[src/rtl/core/abpr_pkg.sv]
// ----------------------------------------------------------------------------
// abpr_pkg
// Shared widths, control bundles and the history helper for the aging-bits
// page replacement block.
// ----------------------------------------------------------------------------
package abpr_pkg;

   localparam int PAGE_W  = 8;
   localparam int FRAMES  = 8;
   localparam int FRAME_W = 3;
   localparam int CNT_W   = 4;
   localparam int HIST_W  = 8;
   localparam int FAULT_W = 32;
   localparam int CSR_W   = 4;

   localparam logic [CSR_W-1:0]   CSR_RESET  = CSR_W'(FRAMES);
   localparam logic [FAULT_W-1:0] FAULT_SAT  = '1;

   // controller to datapath
   typedef struct packed {
      logic capture;
      logic lookup;
      logic scan_step;
      logic commit;
   } ctl_cmd_type;

   // datapath to controller
   typedef struct packed {
      logic need_scan;
      logic scan_last;
      logic out_free;
   } dp_status_type;

   typedef logic [HIST_W-1:0][PAGE_W-1:0] tap_pages_type;

   // history of a page: bit HIST_W-1-k is set when the reference k steps ago was pg
   function automatic logic [HIST_W-1:0] page_hist(
      input logic [PAGE_W-1:0] pg,
      input tap_pages_type     taps,
      input logic [HIST_W-1:0] vld
   );
      logic [HIST_W-1:0] h;
      h = '0;
      for (int k = 0; k < HIST_W; k++) begin
         h[HIST_W-1-k] = vld[k] && (taps[k] == pg);
      end
      return h;
   endfunction

endpackage

[src/rtl/core/abpr_req_if.sv]
// ----------------------------------------------------------------------------
// abpr_req_if
// Request channel: one page reference per transfer.
// ----------------------------------------------------------------------------
interface abpr_req_if;
   logic                        valid;
   logic                        ready;
   logic [abpr_pkg::PAGE_W-1:0] page;
   logic                        last_reference;

   modport source (output valid, page, last_reference, input ready);
   modport sink   (input valid, page, last_reference, output ready);
endinterface

[src/rtl/core/abpr_rsp_if.sv]
// ----------------------------------------------------------------------------
// abpr_rsp_if
// Response channel: outcome of one page reference.
// ----------------------------------------------------------------------------
interface abpr_rsp_if;
   logic                         valid;
   logic                         ready;
   logic                         fault;
   logic [abpr_pkg::FRAME_W-1:0] frame_slot;
   logic                         evicted_valid;
   logic [abpr_pkg::PAGE_W-1:0]  evicted_page;
   logic [abpr_pkg::FAULT_W-1:0] fault_count;
   logic                         string_done;

   modport source (output valid, fault, frame_slot, evicted_valid, evicted_page,
                   fault_count, string_done, input ready);
   modport sink   (input valid, fault, frame_slot, evicted_valid, evicted_page,
                   fault_count, string_done, output ready);
endinterface

[src/rtl/core/aging_bits_page_replacement.sv]
// ----------------------------------------------------------------------------
// aging_bits_page_replacement
// Page replacement with 8-bit aging histories over a small frame table.
//
// req_ch carries one page reference per request (page, last_reference);
// rsp_ch returns fault, frame_slot, evicted page and the running fault count.
// csr_we/csr_wdata set the number of frames in use (0 acts as 1, values
// above the frame count act as the frame count); write it between strings.
// A request is taken only while the block is idle. Hit or free-frame fill:
// the request passes the lookup and commit states; commit loads the response.
// Eviction: a sequential minimum search visits one frame per cycle, taking
// frame 0 at lookup and then frames 1 to n-1 of the n frames in use.
// Histories come from a line of the last 8 references, so aging is free.
// A finished response waits in the output register while the next request
// is accepted; a stalled receiver holds the block before its commit step.
// Synchronous reset empties all frames, histories and the fault count and
// sets 8 frames in use; a request with last_reference does the same, after
// its response, keeping the frame count.
// ----------------------------------------------------------------------------
module aging_bits_page_replacement (
   input  logic                       clock,
   input  logic                       reset,
   abpr_req_if.sink                   req_ch,
   abpr_rsp_if.source                 rsp_ch,
   input  logic                       csr_we,
   input  logic [abpr_pkg::CSR_W-1:0] csr_wdata
);

   abpr_pkg::ctl_cmd_type   ctl_cmd;
   abpr_pkg::dp_status_type dp_status;
   logic                    ctl_ready;

   assign req_ch.ready = ctl_ready;

   abpr_ctrl u_ctrl (
      .clock     (clock),
      .reset     (reset),
      .req_valid (req_ch.valid),
      .req_ready (ctl_ready),
      .status    (dp_status),
      .cmd       (ctl_cmd)
   );

   abpr_dp u_dp (
      .clock             (clock),
      .reset             (reset),
      .csr_we            (csr_we),
      .csr_wdata         (csr_wdata),
      .req_page          (req_ch.page),
      .req_last          (req_ch.last_reference),
      .rsp_ready         (rsp_ch.ready),
      .rsp_valid         (rsp_ch.valid),
      .rsp_fault         (rsp_ch.fault),
      .rsp_frame_slot    (rsp_ch.frame_slot),
      .rsp_evicted_valid (rsp_ch.evicted_valid),
      .rsp_evicted_page  (rsp_ch.evicted_page),
      .rsp_fault_count   (rsp_ch.fault_count),
      .rsp_string_done   (rsp_ch.string_done),
      .cmd               (ctl_cmd),
      .status            (dp_status)
   );

`ifndef SYNTHESIS
   // one request in flight
   a_one_at_a_time: assert property (@(posedge clock) disable iff (reset)
      req_ch.valid && req_ch.ready |=> !req_ch.ready)
      else $error("request accepted while another is in flight");

   a_commit_shows: assert property (@(posedge clock) disable iff (reset)
      ctl_cmd.commit |=> rsp_ch.valid)
      else $error("commit did not produce a response");

   a_no_evict_on_hit: assert property (@(posedge clock) disable iff (reset)
      rsp_ch.valid && !rsp_ch.fault |-> !rsp_ch.evicted_valid && (rsp_ch.evicted_page == '0))
      else $error("eviction reported on a hit");

   a_commit_when_free: assert property (@(posedge clock) disable iff (reset)
      ctl_cmd.commit |-> !rsp_ch.valid || rsp_ch.ready)
      else $error("response overwritten before it was taken");
`endif

endmodule

[src/rtl/core/abpr_ctrl.sv]
// ----------------------------------------------------------------------------
// abpr_ctrl
// Sequencer: capture, lookup, victim scan and commit of one request.
// ----------------------------------------------------------------------------
module abpr_ctrl (
   input  logic                    clock,
   input  logic                    reset,
   input  logic                    req_valid,
   output logic                    req_ready,
   input  abpr_pkg::dp_status_type status,
   output abpr_pkg::ctl_cmd_type   cmd
);

   typedef enum logic [3:0] {
      S_IDLE   = 4'b0001,
      S_LOOK   = 4'b0010,
      S_SCAN   = 4'b0100,
      S_COMMIT = 4'b1000
   } state_type;

   state_type state_ff, state_in;

   always_comb begin
      state_in  = state_ff;
      cmd       = '0;
      req_ready = 1'b0;
      case (state_ff)
         S_IDLE: begin
            req_ready = 1'b1;
            if (req_valid) begin
               cmd.capture = 1'b1;
               state_in    = S_LOOK;
            end
         end
         S_LOOK: begin
            cmd.lookup = 1'b1;
            state_in   = status.need_scan ? S_SCAN : S_COMMIT;
         end
         S_SCAN: begin
            cmd.scan_step = 1'b1;
            if (status.scan_last) begin
               state_in = S_COMMIT;
            end
         end
         S_COMMIT: begin
            // wait for the response register to drain
            if (status.out_free) begin
               cmd.commit = 1'b1;
               state_in   = S_IDLE;
            end
         end
         default: begin
            state_in = S_IDLE;
         end
      endcase
   end

   always_ff @(posedge clock) begin
      if (reset) begin
         state_ff <= S_IDLE;
      end else begin
         state_ff <= state_in;
      end
   end

endmodule

[src/rtl/core/abpr_dp.sv]
// ----------------------------------------------------------------------------
// abpr_dp
// Frame table, recent-reference line, victim search and response register.
// ----------------------------------------------------------------------------
module abpr_dp (
   input  logic                               clock,
   input  logic                               reset,
   input  logic                               csr_we,
   input  logic [abpr_pkg::CSR_W-1:0]         csr_wdata,
   input  logic [abpr_pkg::PAGE_W-1:0]        req_page,
   input  logic                               req_last,
   input  logic                               rsp_ready,
   output logic                               rsp_valid,
   output logic                               rsp_fault,
   output logic [abpr_pkg::FRAME_W-1:0]       rsp_frame_slot,
   output logic                               rsp_evicted_valid,
   output logic [abpr_pkg::PAGE_W-1:0]        rsp_evicted_page,
   output logic [abpr_pkg::FAULT_W-1:0]       rsp_fault_count,
   output logic                               rsp_string_done,
   input  abpr_pkg::ctl_cmd_type              cmd,
   output abpr_pkg::dp_status_type            status
);

   logic [abpr_pkg::CSR_W-1:0]   frames_in_use_ff;
   logic [abpr_pkg::CNT_W-1:0]   active_n;

   logic [abpr_pkg::PAGE_W-1:0]  page_ff;
   logic                         last_ff;

   logic [abpr_pkg::PAGE_W-1:0]  frame_pg_ff [abpr_pkg::FRAMES];
   logic [abpr_pkg::CNT_W-1:0]   filled_ff;
   abpr_pkg::tap_pages_type      tap_pg_ff;
   logic [abpr_pkg::HIST_W-1:0]  tap_vld_ff;
   logic [abpr_pkg::FAULT_W-1:0] faults_ff;

   logic                         hit_ff;
   logic [abpr_pkg::FRAME_W-1:0] slot_ff;
   logic [abpr_pkg::FRAME_W-1:0] best_ff;
   logic [abpr_pkg::PAGE_W-1:0]  best_pg_ff;
   logic [abpr_pkg::HIST_W-1:0]  best_hist_ff;
   logic [abpr_pkg::FRAME_W-1:0] idx_ff;

   logic                         hit_c;
   logic [abpr_pkg::FRAME_W-1:0] slot_c;
   logic                         fill_avail;
   logic [abpr_pkg::PAGE_W-1:0]  scan_pg;
   logic [abpr_pkg::HIST_W-1:0]  scan_hist;
   logic [abpr_pkg::HIST_W-1:0]  first_hist;

   logic                         evict_c;
   logic [abpr_pkg::FRAME_W-1:0] out_slot;
   logic [abpr_pkg::FAULT_W-1:0] faults_nx;

   // out-of-range counts clamp to 1..FRAMES
   always_comb begin
      if (frames_in_use_ff == '0) begin
         active_n = abpr_pkg::CNT_W'(1);
      end else if (abpr_pkg::CNT_W'(frames_in_use_ff) > abpr_pkg::CNT_W'(abpr_pkg::FRAMES)) begin
         active_n = abpr_pkg::CNT_W'(abpr_pkg::FRAMES);
      end else begin
         active_n = abpr_pkg::CNT_W'(frames_in_use_ff);
      end
   end

   // residency check across all filled frames, lowest frame wins
   always_comb begin
      hit_c  = 1'b0;
      slot_c = '0;
      for (int i = abpr_pkg::FRAMES - 1; i >= 0; i--) begin
         if ((abpr_pkg::CNT_W'(i) < filled_ff) && (frame_pg_ff[i] == page_ff)) begin
            hit_c  = 1'b1;
            slot_c = abpr_pkg::FRAME_W'(i);
         end
      end
   end

   assign fill_avail = filled_ff < active_n;
   assign scan_pg    = frame_pg_ff[idx_ff];
   assign scan_hist  = abpr_pkg::page_hist(scan_pg, tap_pg_ff, tap_vld_ff);
   assign first_hist = abpr_pkg::page_hist(frame_pg_ff[0], tap_pg_ff, tap_vld_ff);

   assign status.need_scan = !hit_c && !fill_avail && (active_n > abpr_pkg::CNT_W'(1));
   assign status.scan_last = ({1'b0, idx_ff} == (active_n - abpr_pkg::CNT_W'(1)));
   assign status.out_free  = !rsp_valid || rsp_ready;

   assign evict_c = !hit_ff && !fill_avail;

   always_comb begin
      if (hit_ff) begin
         out_slot = slot_ff;
      end else if (fill_avail) begin
         out_slot = filled_ff[abpr_pkg::FRAME_W-1:0];
      end else begin
         out_slot = best_ff;
      end
   end

   assign faults_nx = (hit_ff || (faults_ff == abpr_pkg::FAULT_SAT)) ? faults_ff
                                                                     : faults_ff + 1'b1;

   always_ff @(posedge clock) begin
      if (reset) begin
         frames_in_use_ff <= abpr_pkg::CSR_RESET;
      end else if (csr_we) begin
         frames_in_use_ff <= csr_wdata;
      end
   end

   // string state
   always_ff @(posedge clock) begin
      if (reset) begin
         filled_ff  <= '0;
         tap_vld_ff <= '0;
         faults_ff  <= '0;
      end else begin
         if (cmd.capture) begin
            tap_vld_ff <= {tap_vld_ff[abpr_pkg::HIST_W-2:0], 1'b1};
         end
         if (cmd.commit) begin
            if (last_ff) begin
               filled_ff  <= '0;
               tap_vld_ff <= '0;
               faults_ff  <= '0;
            end else begin
               faults_ff <= faults_nx;
               if (!hit_ff && fill_avail) begin
                  filled_ff <= filled_ff + 1'b1;
               end
            end
         end
      end
   end

   // payload registers
   always_ff @(posedge clock) begin
      if (cmd.capture) begin
         page_ff   <= req_page;
         last_ff   <= req_last;
         tap_pg_ff <= {tap_pg_ff[abpr_pkg::HIST_W-2:0], req_page};
      end
      if (cmd.lookup) begin
         hit_ff       <= hit_c;
         slot_ff      <= slot_c;
         best_ff      <= '0;
         best_pg_ff   <= frame_pg_ff[0];
         best_hist_ff <= first_hist;
         idx_ff       <= abpr_pkg::FRAME_W'(1);
      end
      if (cmd.scan_step) begin
         // strict less-than keeps the lowest frame on ties
         if (scan_hist < best_hist_ff) begin
            best_ff      <= idx_ff;
            best_pg_ff   <= scan_pg;
            best_hist_ff <= scan_hist;
         end
         idx_ff <= idx_ff + 1'b1;
      end
      if (cmd.commit && !hit_ff) begin
         frame_pg_ff[out_slot] <= page_ff;
      end
   end

   always_ff @(posedge clock) begin
      if (reset) begin
         rsp_valid <= 1'b0;
      end else if (cmd.commit) begin
         rsp_valid <= 1'b1;
      end else if (rsp_ready) begin
         rsp_valid <= 1'b0;
      end
   end

   always_ff @(posedge clock) begin
      if (cmd.commit) begin
         rsp_fault         <= !hit_ff;
         rsp_frame_slot    <= out_slot;
         rsp_evicted_valid <= evict_c;
         rsp_evicted_page  <= evict_c ? best_pg_ff : '0;
         rsp_fault_count   <= faults_nx;
         rsp_string_done   <= last_ff;
      end
   end

endmodule
[src/flat_wrapper.sv]
// flat-port wrapper written by rule: the top's interface ports become plain ports
module aging_bits_page_replacement_flat 
  (clock, reset, csr_we, csr_wdata, req_ch_valid, req_ch_page, req_ch_last_reference, req_ch_ready, rsp_ch_valid, rsp_ch_fault, rsp_ch_frame_slot, rsp_ch_evicted_valid, rsp_ch_evicted_page, rsp_ch_fault_count, rsp_ch_string_done, rsp_ch_ready);
  abpr_req_if req_ch_i ();
  abpr_rsp_if rsp_ch_i ();
  input  logic clock;
  input  logic reset;
  input  logic csr_we;
  input  logic [abpr_pkg::CSR_W-1:0] csr_wdata;
  input wire logic [$bits(req_ch_i.valid)-1:0] req_ch_valid;
  input wire logic [$bits(req_ch_i.page)-1:0] req_ch_page;
  input wire logic [$bits(req_ch_i.last_reference)-1:0] req_ch_last_reference;
  output wire logic [$bits(req_ch_i.ready)-1:0] req_ch_ready;
  output wire logic [$bits(rsp_ch_i.valid)-1:0] rsp_ch_valid;
  output wire logic [$bits(rsp_ch_i.fault)-1:0] rsp_ch_fault;
  output wire logic [$bits(rsp_ch_i.frame_slot)-1:0] rsp_ch_frame_slot;
  output wire logic [$bits(rsp_ch_i.evicted_valid)-1:0] rsp_ch_evicted_valid;
  output wire logic [$bits(rsp_ch_i.evicted_page)-1:0] rsp_ch_evicted_page;
  output wire logic [$bits(rsp_ch_i.fault_count)-1:0] rsp_ch_fault_count;
  output wire logic [$bits(rsp_ch_i.string_done)-1:0] rsp_ch_string_done;
  input wire logic [$bits(rsp_ch_i.ready)-1:0] rsp_ch_ready;
  assign req_ch_i.valid = req_ch_valid;
  assign req_ch_i.page = req_ch_page;
  assign req_ch_i.last_reference = req_ch_last_reference;
  assign req_ch_ready = req_ch_i.ready;
  assign rsp_ch_valid = rsp_ch_i.valid;
  assign rsp_ch_fault = rsp_ch_i.fault;
  assign rsp_ch_frame_slot = rsp_ch_i.frame_slot;
  assign rsp_ch_evicted_valid = rsp_ch_i.evicted_valid;
  assign rsp_ch_evicted_page = rsp_ch_i.evicted_page;
  assign rsp_ch_fault_count = rsp_ch_i.fault_count;
  assign rsp_ch_string_done = rsp_ch_i.string_done;
  assign rsp_ch_i.ready = rsp_ch_ready;
  aging_bits_page_replacement u_core (.clock(clock), .reset(reset), .req_ch(req_ch_i), .rsp_ch(rsp_ch_i), .csr_we(csr_we), .csr_wdata(csr_wdata));
endmodule
[config.mk]
export PLATFORM = sky130hd
export DESIGN_NAME = aging_bits_page_replacement_flat
export DESIGN_NICKNAME = d
export VERILOG_FILES = /design/src/rtl/core/abpr_pkg.sv /design/src/rtl/core/abpr_req_if.sv /design/src/rtl/core/abpr_rsp_if.sv /design/src/rtl/core/aging_bits_page_replacement.sv /design/src/rtl/core/abpr_ctrl.sv /design/src/rtl/core/abpr_dp.sv /design/src/flat_wrapper.sv
export SDC_FILE = /design/constraint.sdc
export NUM_CORES = 1
export LEC_CHECK = 0
export BUFFER_PORTS_ARGS = -buffer_cell sky130_fd_sc_hd__buf_4
export CORE_ASPECT_RATIO = 1.1
export CORE_MARGIN = 2
export CORE_UTILIZATION = 56
export DETAILED_ROUTE_END_ITERATION = 16
export PLACE_DENSITY = 0.74
export SETUP_SLACK_MARGIN = 0.2
export SYNTH_ARGS = -nofsm -noshare
export SYNTH_HDL_FRONTEND = slang
export SYNTH_SLANG_ARGS = --single-unit
[constraint.sdc]
create_clock -name clock -period 4.9 [get_ports clock]
set_input_delay 0.98 -clock clock [delete_from_list [all_inputs] [get_ports clock]]
set_output_delay 0.98 -clock clock [all_outputs]
set_load 0.01 [all_outputs]
# == Word level (Yosys, flattened, before mapping) ==
# Memory sizes are Yosys's and may differ from the RTL's. A register that Yosys moved wholly into a read port is not among the register bits.
# Index checks and enable logic that the tools add are counted.
# word_totals
regBits,190
input_bits,18
elab_cells,176
output_inout_bits,48
mem_bits_rw,64
memories,1
# op_classes
n_reduce_logical,43
muxes,54
order_cmp,12
add_sub_neg,4
eq_ne,33
# mem_list
memory,words,word_bits,read_ports,rd_ports_with_merged_regs,write_ports,line_no,rtl
u_core.u_dp.frame_pg_ff,8,8,9,1,1,abpr_dp.sv:30,logic [abpr_pkg::PAGE_W-1:0] frame_pg_ff [abpr_pkg::FRAMES];
# ops
operator,count
$eq 8x8->1,24
$mux 8,9
$mux 32,2
$mux 3,12
$add 32x1->32 const B,1
$eq 32x32->1 const B,1
$mux 4,8
$logic_and 1x1->1,29
$mux 1,20
$lt 3x4->1 const A,4
$pmux 4 s4,1
$lt 1x4->1 const A,2
$lt 2x4->1 const A,2
$lt 8x8->1,1
$reduce_bool 2->1,3
$add 4x1->4 const B,1
$eq 3x4->1,1
$eq 4x1->1 const B,1
$eq 4x2->1 const B,1
$eq 4x3->1 const B,1
$eq 4x4->1 const B,1
$gt 4x1->1 const B,1
$gt 4x4->1 const B,1
$logic_not 1->1,4
other kinds (12),15

# == Longest topological paths before layout ==
# An unclocked memory read counts as a cell.
# depth
ltp_word,16
depth_mapped,17
depth_no_buf,14

# == Hierarchy ==
# A second synthesis with hierarchy kept.
# unflattened
cells_unflattened,1052
area_unflattened_um2,12823.5
# by_module_without_submodules
mod,seq_area_each_um2,area_each_um2,cells_per_inst,instances
abpr_dp,6886.6,12548.3,1026,1
abpr_ctrl,80.1,275.3,26,1

# == Worst setup path after synthesis ==
# No wires, ideal clock.
# synth_path
path_type,input port to flip-flop
from,input port rsp_ch_ready
to,memory u_core.u_dp.frame_pg_ff[0][0] in the netlist's numbering (enable)
arrival_ps,3752
path_stages,6
path_slack_ps,765
n_path_buf,1
setup_time_ps,383
required_time_ps,4517
cell_sequence,nand2b_1 nand2_1 inv_1 clkbuf_1 nand3_1 nor3_1
# synth_lines
item,line_no,rtl
from (decl),flat_wrapper.sv:21,input wire logic [$bits(rsp_ch_i.ready)-1:0] rsp_ch_ready;
to (decl),abpr_dp.sv:30,

==> summary.txt <==
Worst setup path
  • WS Path Type: flop to flop
  • CP max FO: 10
  • WP data arrival: approximately 4800 ps
  • Setup crit end kind: flop
  • Crit path required time: 5350 ps
  • CP Launch Type: flop

Synth
  • Synth Warn #: 0
  • Number of flops mapped to enable cells by yosys: 182
  • Synth Instances: 1075
  • Yosys top cell area share: 43.3%
  • Post-synthesis instance area: approximately 13000 µm²
  • Ys flop type: edfxtp_1
  • Synth top area cells: edfxtp_1 43%, dfxtp_1 12%, xnor2_1 8.3%
  • Syn_nets: 1109
  • Post-synth ARST share: 0%
  • Register area share after synthesis: between 50% and 60%
  • Distinct cells, synth: 58
  • Yosys reg bits: between 200 and 300
  • Yosys top cell by area: edfxtp_1
  • Syn Area/Cell: approximately 12 µm²

Global route
  • First-pass GRT wire length: 45400 µm
  • Largest net degree at the start of global routing: 64
  • Initial antenna violation count: 0
  • Vias in the first global route: approximately 8400
  • GRT Overall Usage: about 24%
  • Congestion Overflow GR: 0

Power and ir drop
  • P per Cell Area: roughly 350 nW/µm²
  • VDD IR max: 0.000304 V
  • Overall power: ~5000 µW
  • Leakage: about 0.0049 µW

Clock network
  • # clock sinks: 257
  • Post_cts resized: 0
  • CTS Hold Buffers Added: 0
  • H-tree depth reported by CTS: 1
  • Maximum buffer depth of the clock tree: 3
  • CTS tree: done
  • Skew-Pair Late Insertion Delay: 530 ps
  • Setup Buffers After CTS: 0
  • Reg clk slew, reported paths: 60 ps
  • CTS Root Cell: clkbuf_16
  • Num CTS Buffers: 27

Die
  • Die area: about 24000 µm²
  • Die W: 147 µm
  • Area of the core: 22100 µm²
  • Die Ht: 161 µm
  • Initial Util: 57.1%
  • I/O pins: 66
  • Row count: 57

Run status
  • Status: finished, final reports clean

Final layout
  • Diodes inserted: 0
  • Area Overhead vs Synth: 13.3%
  • Fin area: 14300 µm²
  • Share of post-route cells with drive strength above 1: a little over an eighth
  • Final Non-Filler Cells: 1448
  • Fillers: 1674
  • Final nets: between 1000 and 1500

Place
  • Cells after DPL: 1400
  • Number of port buffers: 65
  • Final GP Congestion: 0.953
  • DP HPWL: 20200 µm
  • Area of placed instances: 13400 µm²

Routing
  • Iter 0 DRT Violations: 595
  • Routed len/inst: 20.1 µm
  • Routed WL: approximately 29000 µm
  • Via density: 5.93
  • DRC: 0
  • Remaining antenna violation count: 0
  • Detailed-route via count: 8592
  • 1st-pass router iterations: 5

Timing
  • Fin crit period: 4340 ps
  • F_max: 230 MHz
  • Final max-slew violation count: 0
  • Worst Max-Slew Pin Slew: 1100 ps
  • RSZ-0062 raised after global routing: no
  • Final period util: 88.7%
  • Final worst clock skew: 13.0 ps
  • Hold_ws: around 510 ps
  • Setup TNS: 0 ps
  • Relative slew slack: 26.6%
  • Hold violation count in the final report: 0
  • Final setup violating endpoints: 0

Hold path
  • HP Class: flop to flop

Flow run
  • Max Cap Viol: 0
==> power by group <==
| part | internal, µW | total (µW) | switching [µW] |
|---|---|---|---|
| registers | 2420 | 2500 | 81.7 |
| logic | 153 | 351 | 199 |
| clock network | 1300 | 2120 | 821 |
==> flip-flops by register name, indices dropped and copies added (netlist names), named ones only <==
signal / count
u_core.u_ctrl.state_ff: 4
u_core.u_dp.best_ff: 3
u_core.u_dp.best_hist_ff: 8
u_core.u_dp.best_pg_ff: 8
u_core.u_dp.faults_ff: 32
u_core.u_dp.filled_ff: 4
u_core.u_dp.frame_pg_ff: 64
u_core.u_dp.frames_in_use_ff: 4
u_core.u_dp.hit_ff: 1
u_core.u_dp.idx_ff: 3
u_core.u_dp.last_ff: 1
u_core.u_dp.rsp_evicted_page: 8
u_core.u_dp.rsp_evicted_valid: 1
u_core.u_dp.rsp_fault: 1
u_core.u_dp.rsp_fault_count: 32
u_core.u_dp.rsp_frame_slot: 3
u_core.u_dp.rsp_string_done: 1
u_core.u_dp.rsp_valid: 1
u_core.u_dp.slot_ff: 3
u_core.u_dp.tap_pg_ff: 64
u_core.u_dp.tap_vld_ff: 8
==> through the flow <==
stage          setup slack [ps]  utilization, %
6_report                    555            64.7
5_1_grt                     202            64.7
2_1_floorplan               765               -
3_3_place_gp                762            60.6
4_1_cts                     594            64.7
3_5_place_dp                622            60.6
==> final timing paths <==
| check | start | endpoint | slack (ps) | cells past startpoint |
|---|---|---|---|---|
| max | flop | u_core.u_dp.best_pg_ff[7] | 560 | 13 |
| max reg2reg | flop | u_core.u_dp.best_pg_ff[7] | 560 | 13 |
| min reg2reg | u_core.u_dp.best_ff[1] | u_core.u_dp.best_ff[1] | 510 | 1 |
| min | u_core.u_dp.best_ff[1] | u_core.u_dp.best_ff[1] | 510 | 1 |
==> worst max-delay path, cell delays in order, from the launching register on <==
cell and delay (ps):
dfxtp_1 740, nor2b_1 210, a22oi_1 320, nand2_1 330, xor2_1 220, nand3_1 90
nor4_1 430, ha_1 340, a21oi_1 140, o21ai_0 70, or3_1 370, a21oi_2 470
buf_4 310, mux2i_1 210
==> cell type report <==
type	instances	area (µm²)	area share, %
clock inverters	13	190	1.33
multi-input cells	742	5350	37.4
well taps	295	369	2.58
repair buffers	83	623	4.36
inverters	23	86.3	0.603
flip-flops and latches	257	6970	48.7
clock buffers	35	727	5.08
==> cells in the final DEF (no fill, tap or decap), types with 4 or more instances in the layout <==
| cell | netlist | layout |
|---|---|---|
| xor2_1 | 95 | 95 |
| nand3_1 | 26 | 26 |
| o21a_1 | 4 | 4 |
| ha_1 | 16 | 16 |
| a31oi_1 | 10 | 10 |
| mux2i_4 | 4 | 4 |
| xnor2_1 | 120 | 120 |
| clkbuf_16 | 0 | 28 |
| clkinv_1 | 3 | 4 |
| mux4_2 | 10 | 10 |
| dfxtp_1 | 75 | 75 |
| nand2_1 | 57 | 57 |
| mux2_2 | 11 | 11 |
| a21oi_1 | 44 | 44 |
| nand2b_1 | 7 | 7 |
| clkinv_2 | 0 | 5 |
| mux2i_1 | 31 | 31 |
| and2_1 | 11 | 11 |
| nor3_1 | 23 | 23 |
| nor4_1 | 21 | 21 |
| nor4b_1 | 4 | 4 |
| buf_4 | 0 | 83 |
| edfxtp_1 | 182 | 182 |
| and4_1 | 7 | 7 |
| bufinv_16 | 0 | 5 |
| or3_1 | 16 | 16 |
| clkbuf_1 | 43 | 7 |
| nor2_1 | 67 | 67 |
| a22oi_1 | 13 | 13 |
| and3_1 | 10 | 10 |
| nand4_1 | 40 | 40 |
| o21ai_0 | 44 | 44 |
| inv_1 | 20 | 19 |
| nor2b_1 | 6 | 6 |
==> synthesized netlist by cell type (all sizes together) (20+ instances only) <==
library cell / count
a21oi: 45
clkbuf: 43
dfxtp: 75
edfxtp: 182
inv: 20
mux2i: 35
nand2: 57
nand3: 26
nand4: 40
nor2: 67
nor3: 23
nor4: 22
o21ai: 46
xnor2: 120
xor2: 95
==> metal layers <==
| metal | vias to the layer above | global-route usage (%) | routed length, µm |
|---|---|---|---|
| met1 | 4205 | 32.8 | 12400 |
| met4 | 0 | 6.77 | 566 |
| li1 | 4033 | - | - |
| met3 | 46 | 3.47 | 1920 |
| met5 | - | 0 | 0 |
| met2 | 308 | 41.7 | 14200 |
==> cell families (layout without fill, tap and decap cells) <==
logic type | count (synthesis) | in the layout | synth area share, %
mux | 57 | 57 | 6.05
flops | 257 | 257 | 55.2
buf+inv | 76 | 154 | 2.50
xor+xnor | 215 | 215 | 14.9
fa+ha+maj | 16 | 16 | 1.59
simple gates | 309 | 309 | 12.8
compound gates | 145 | 145 | 7.00
(Power assumes the default switching activity.)
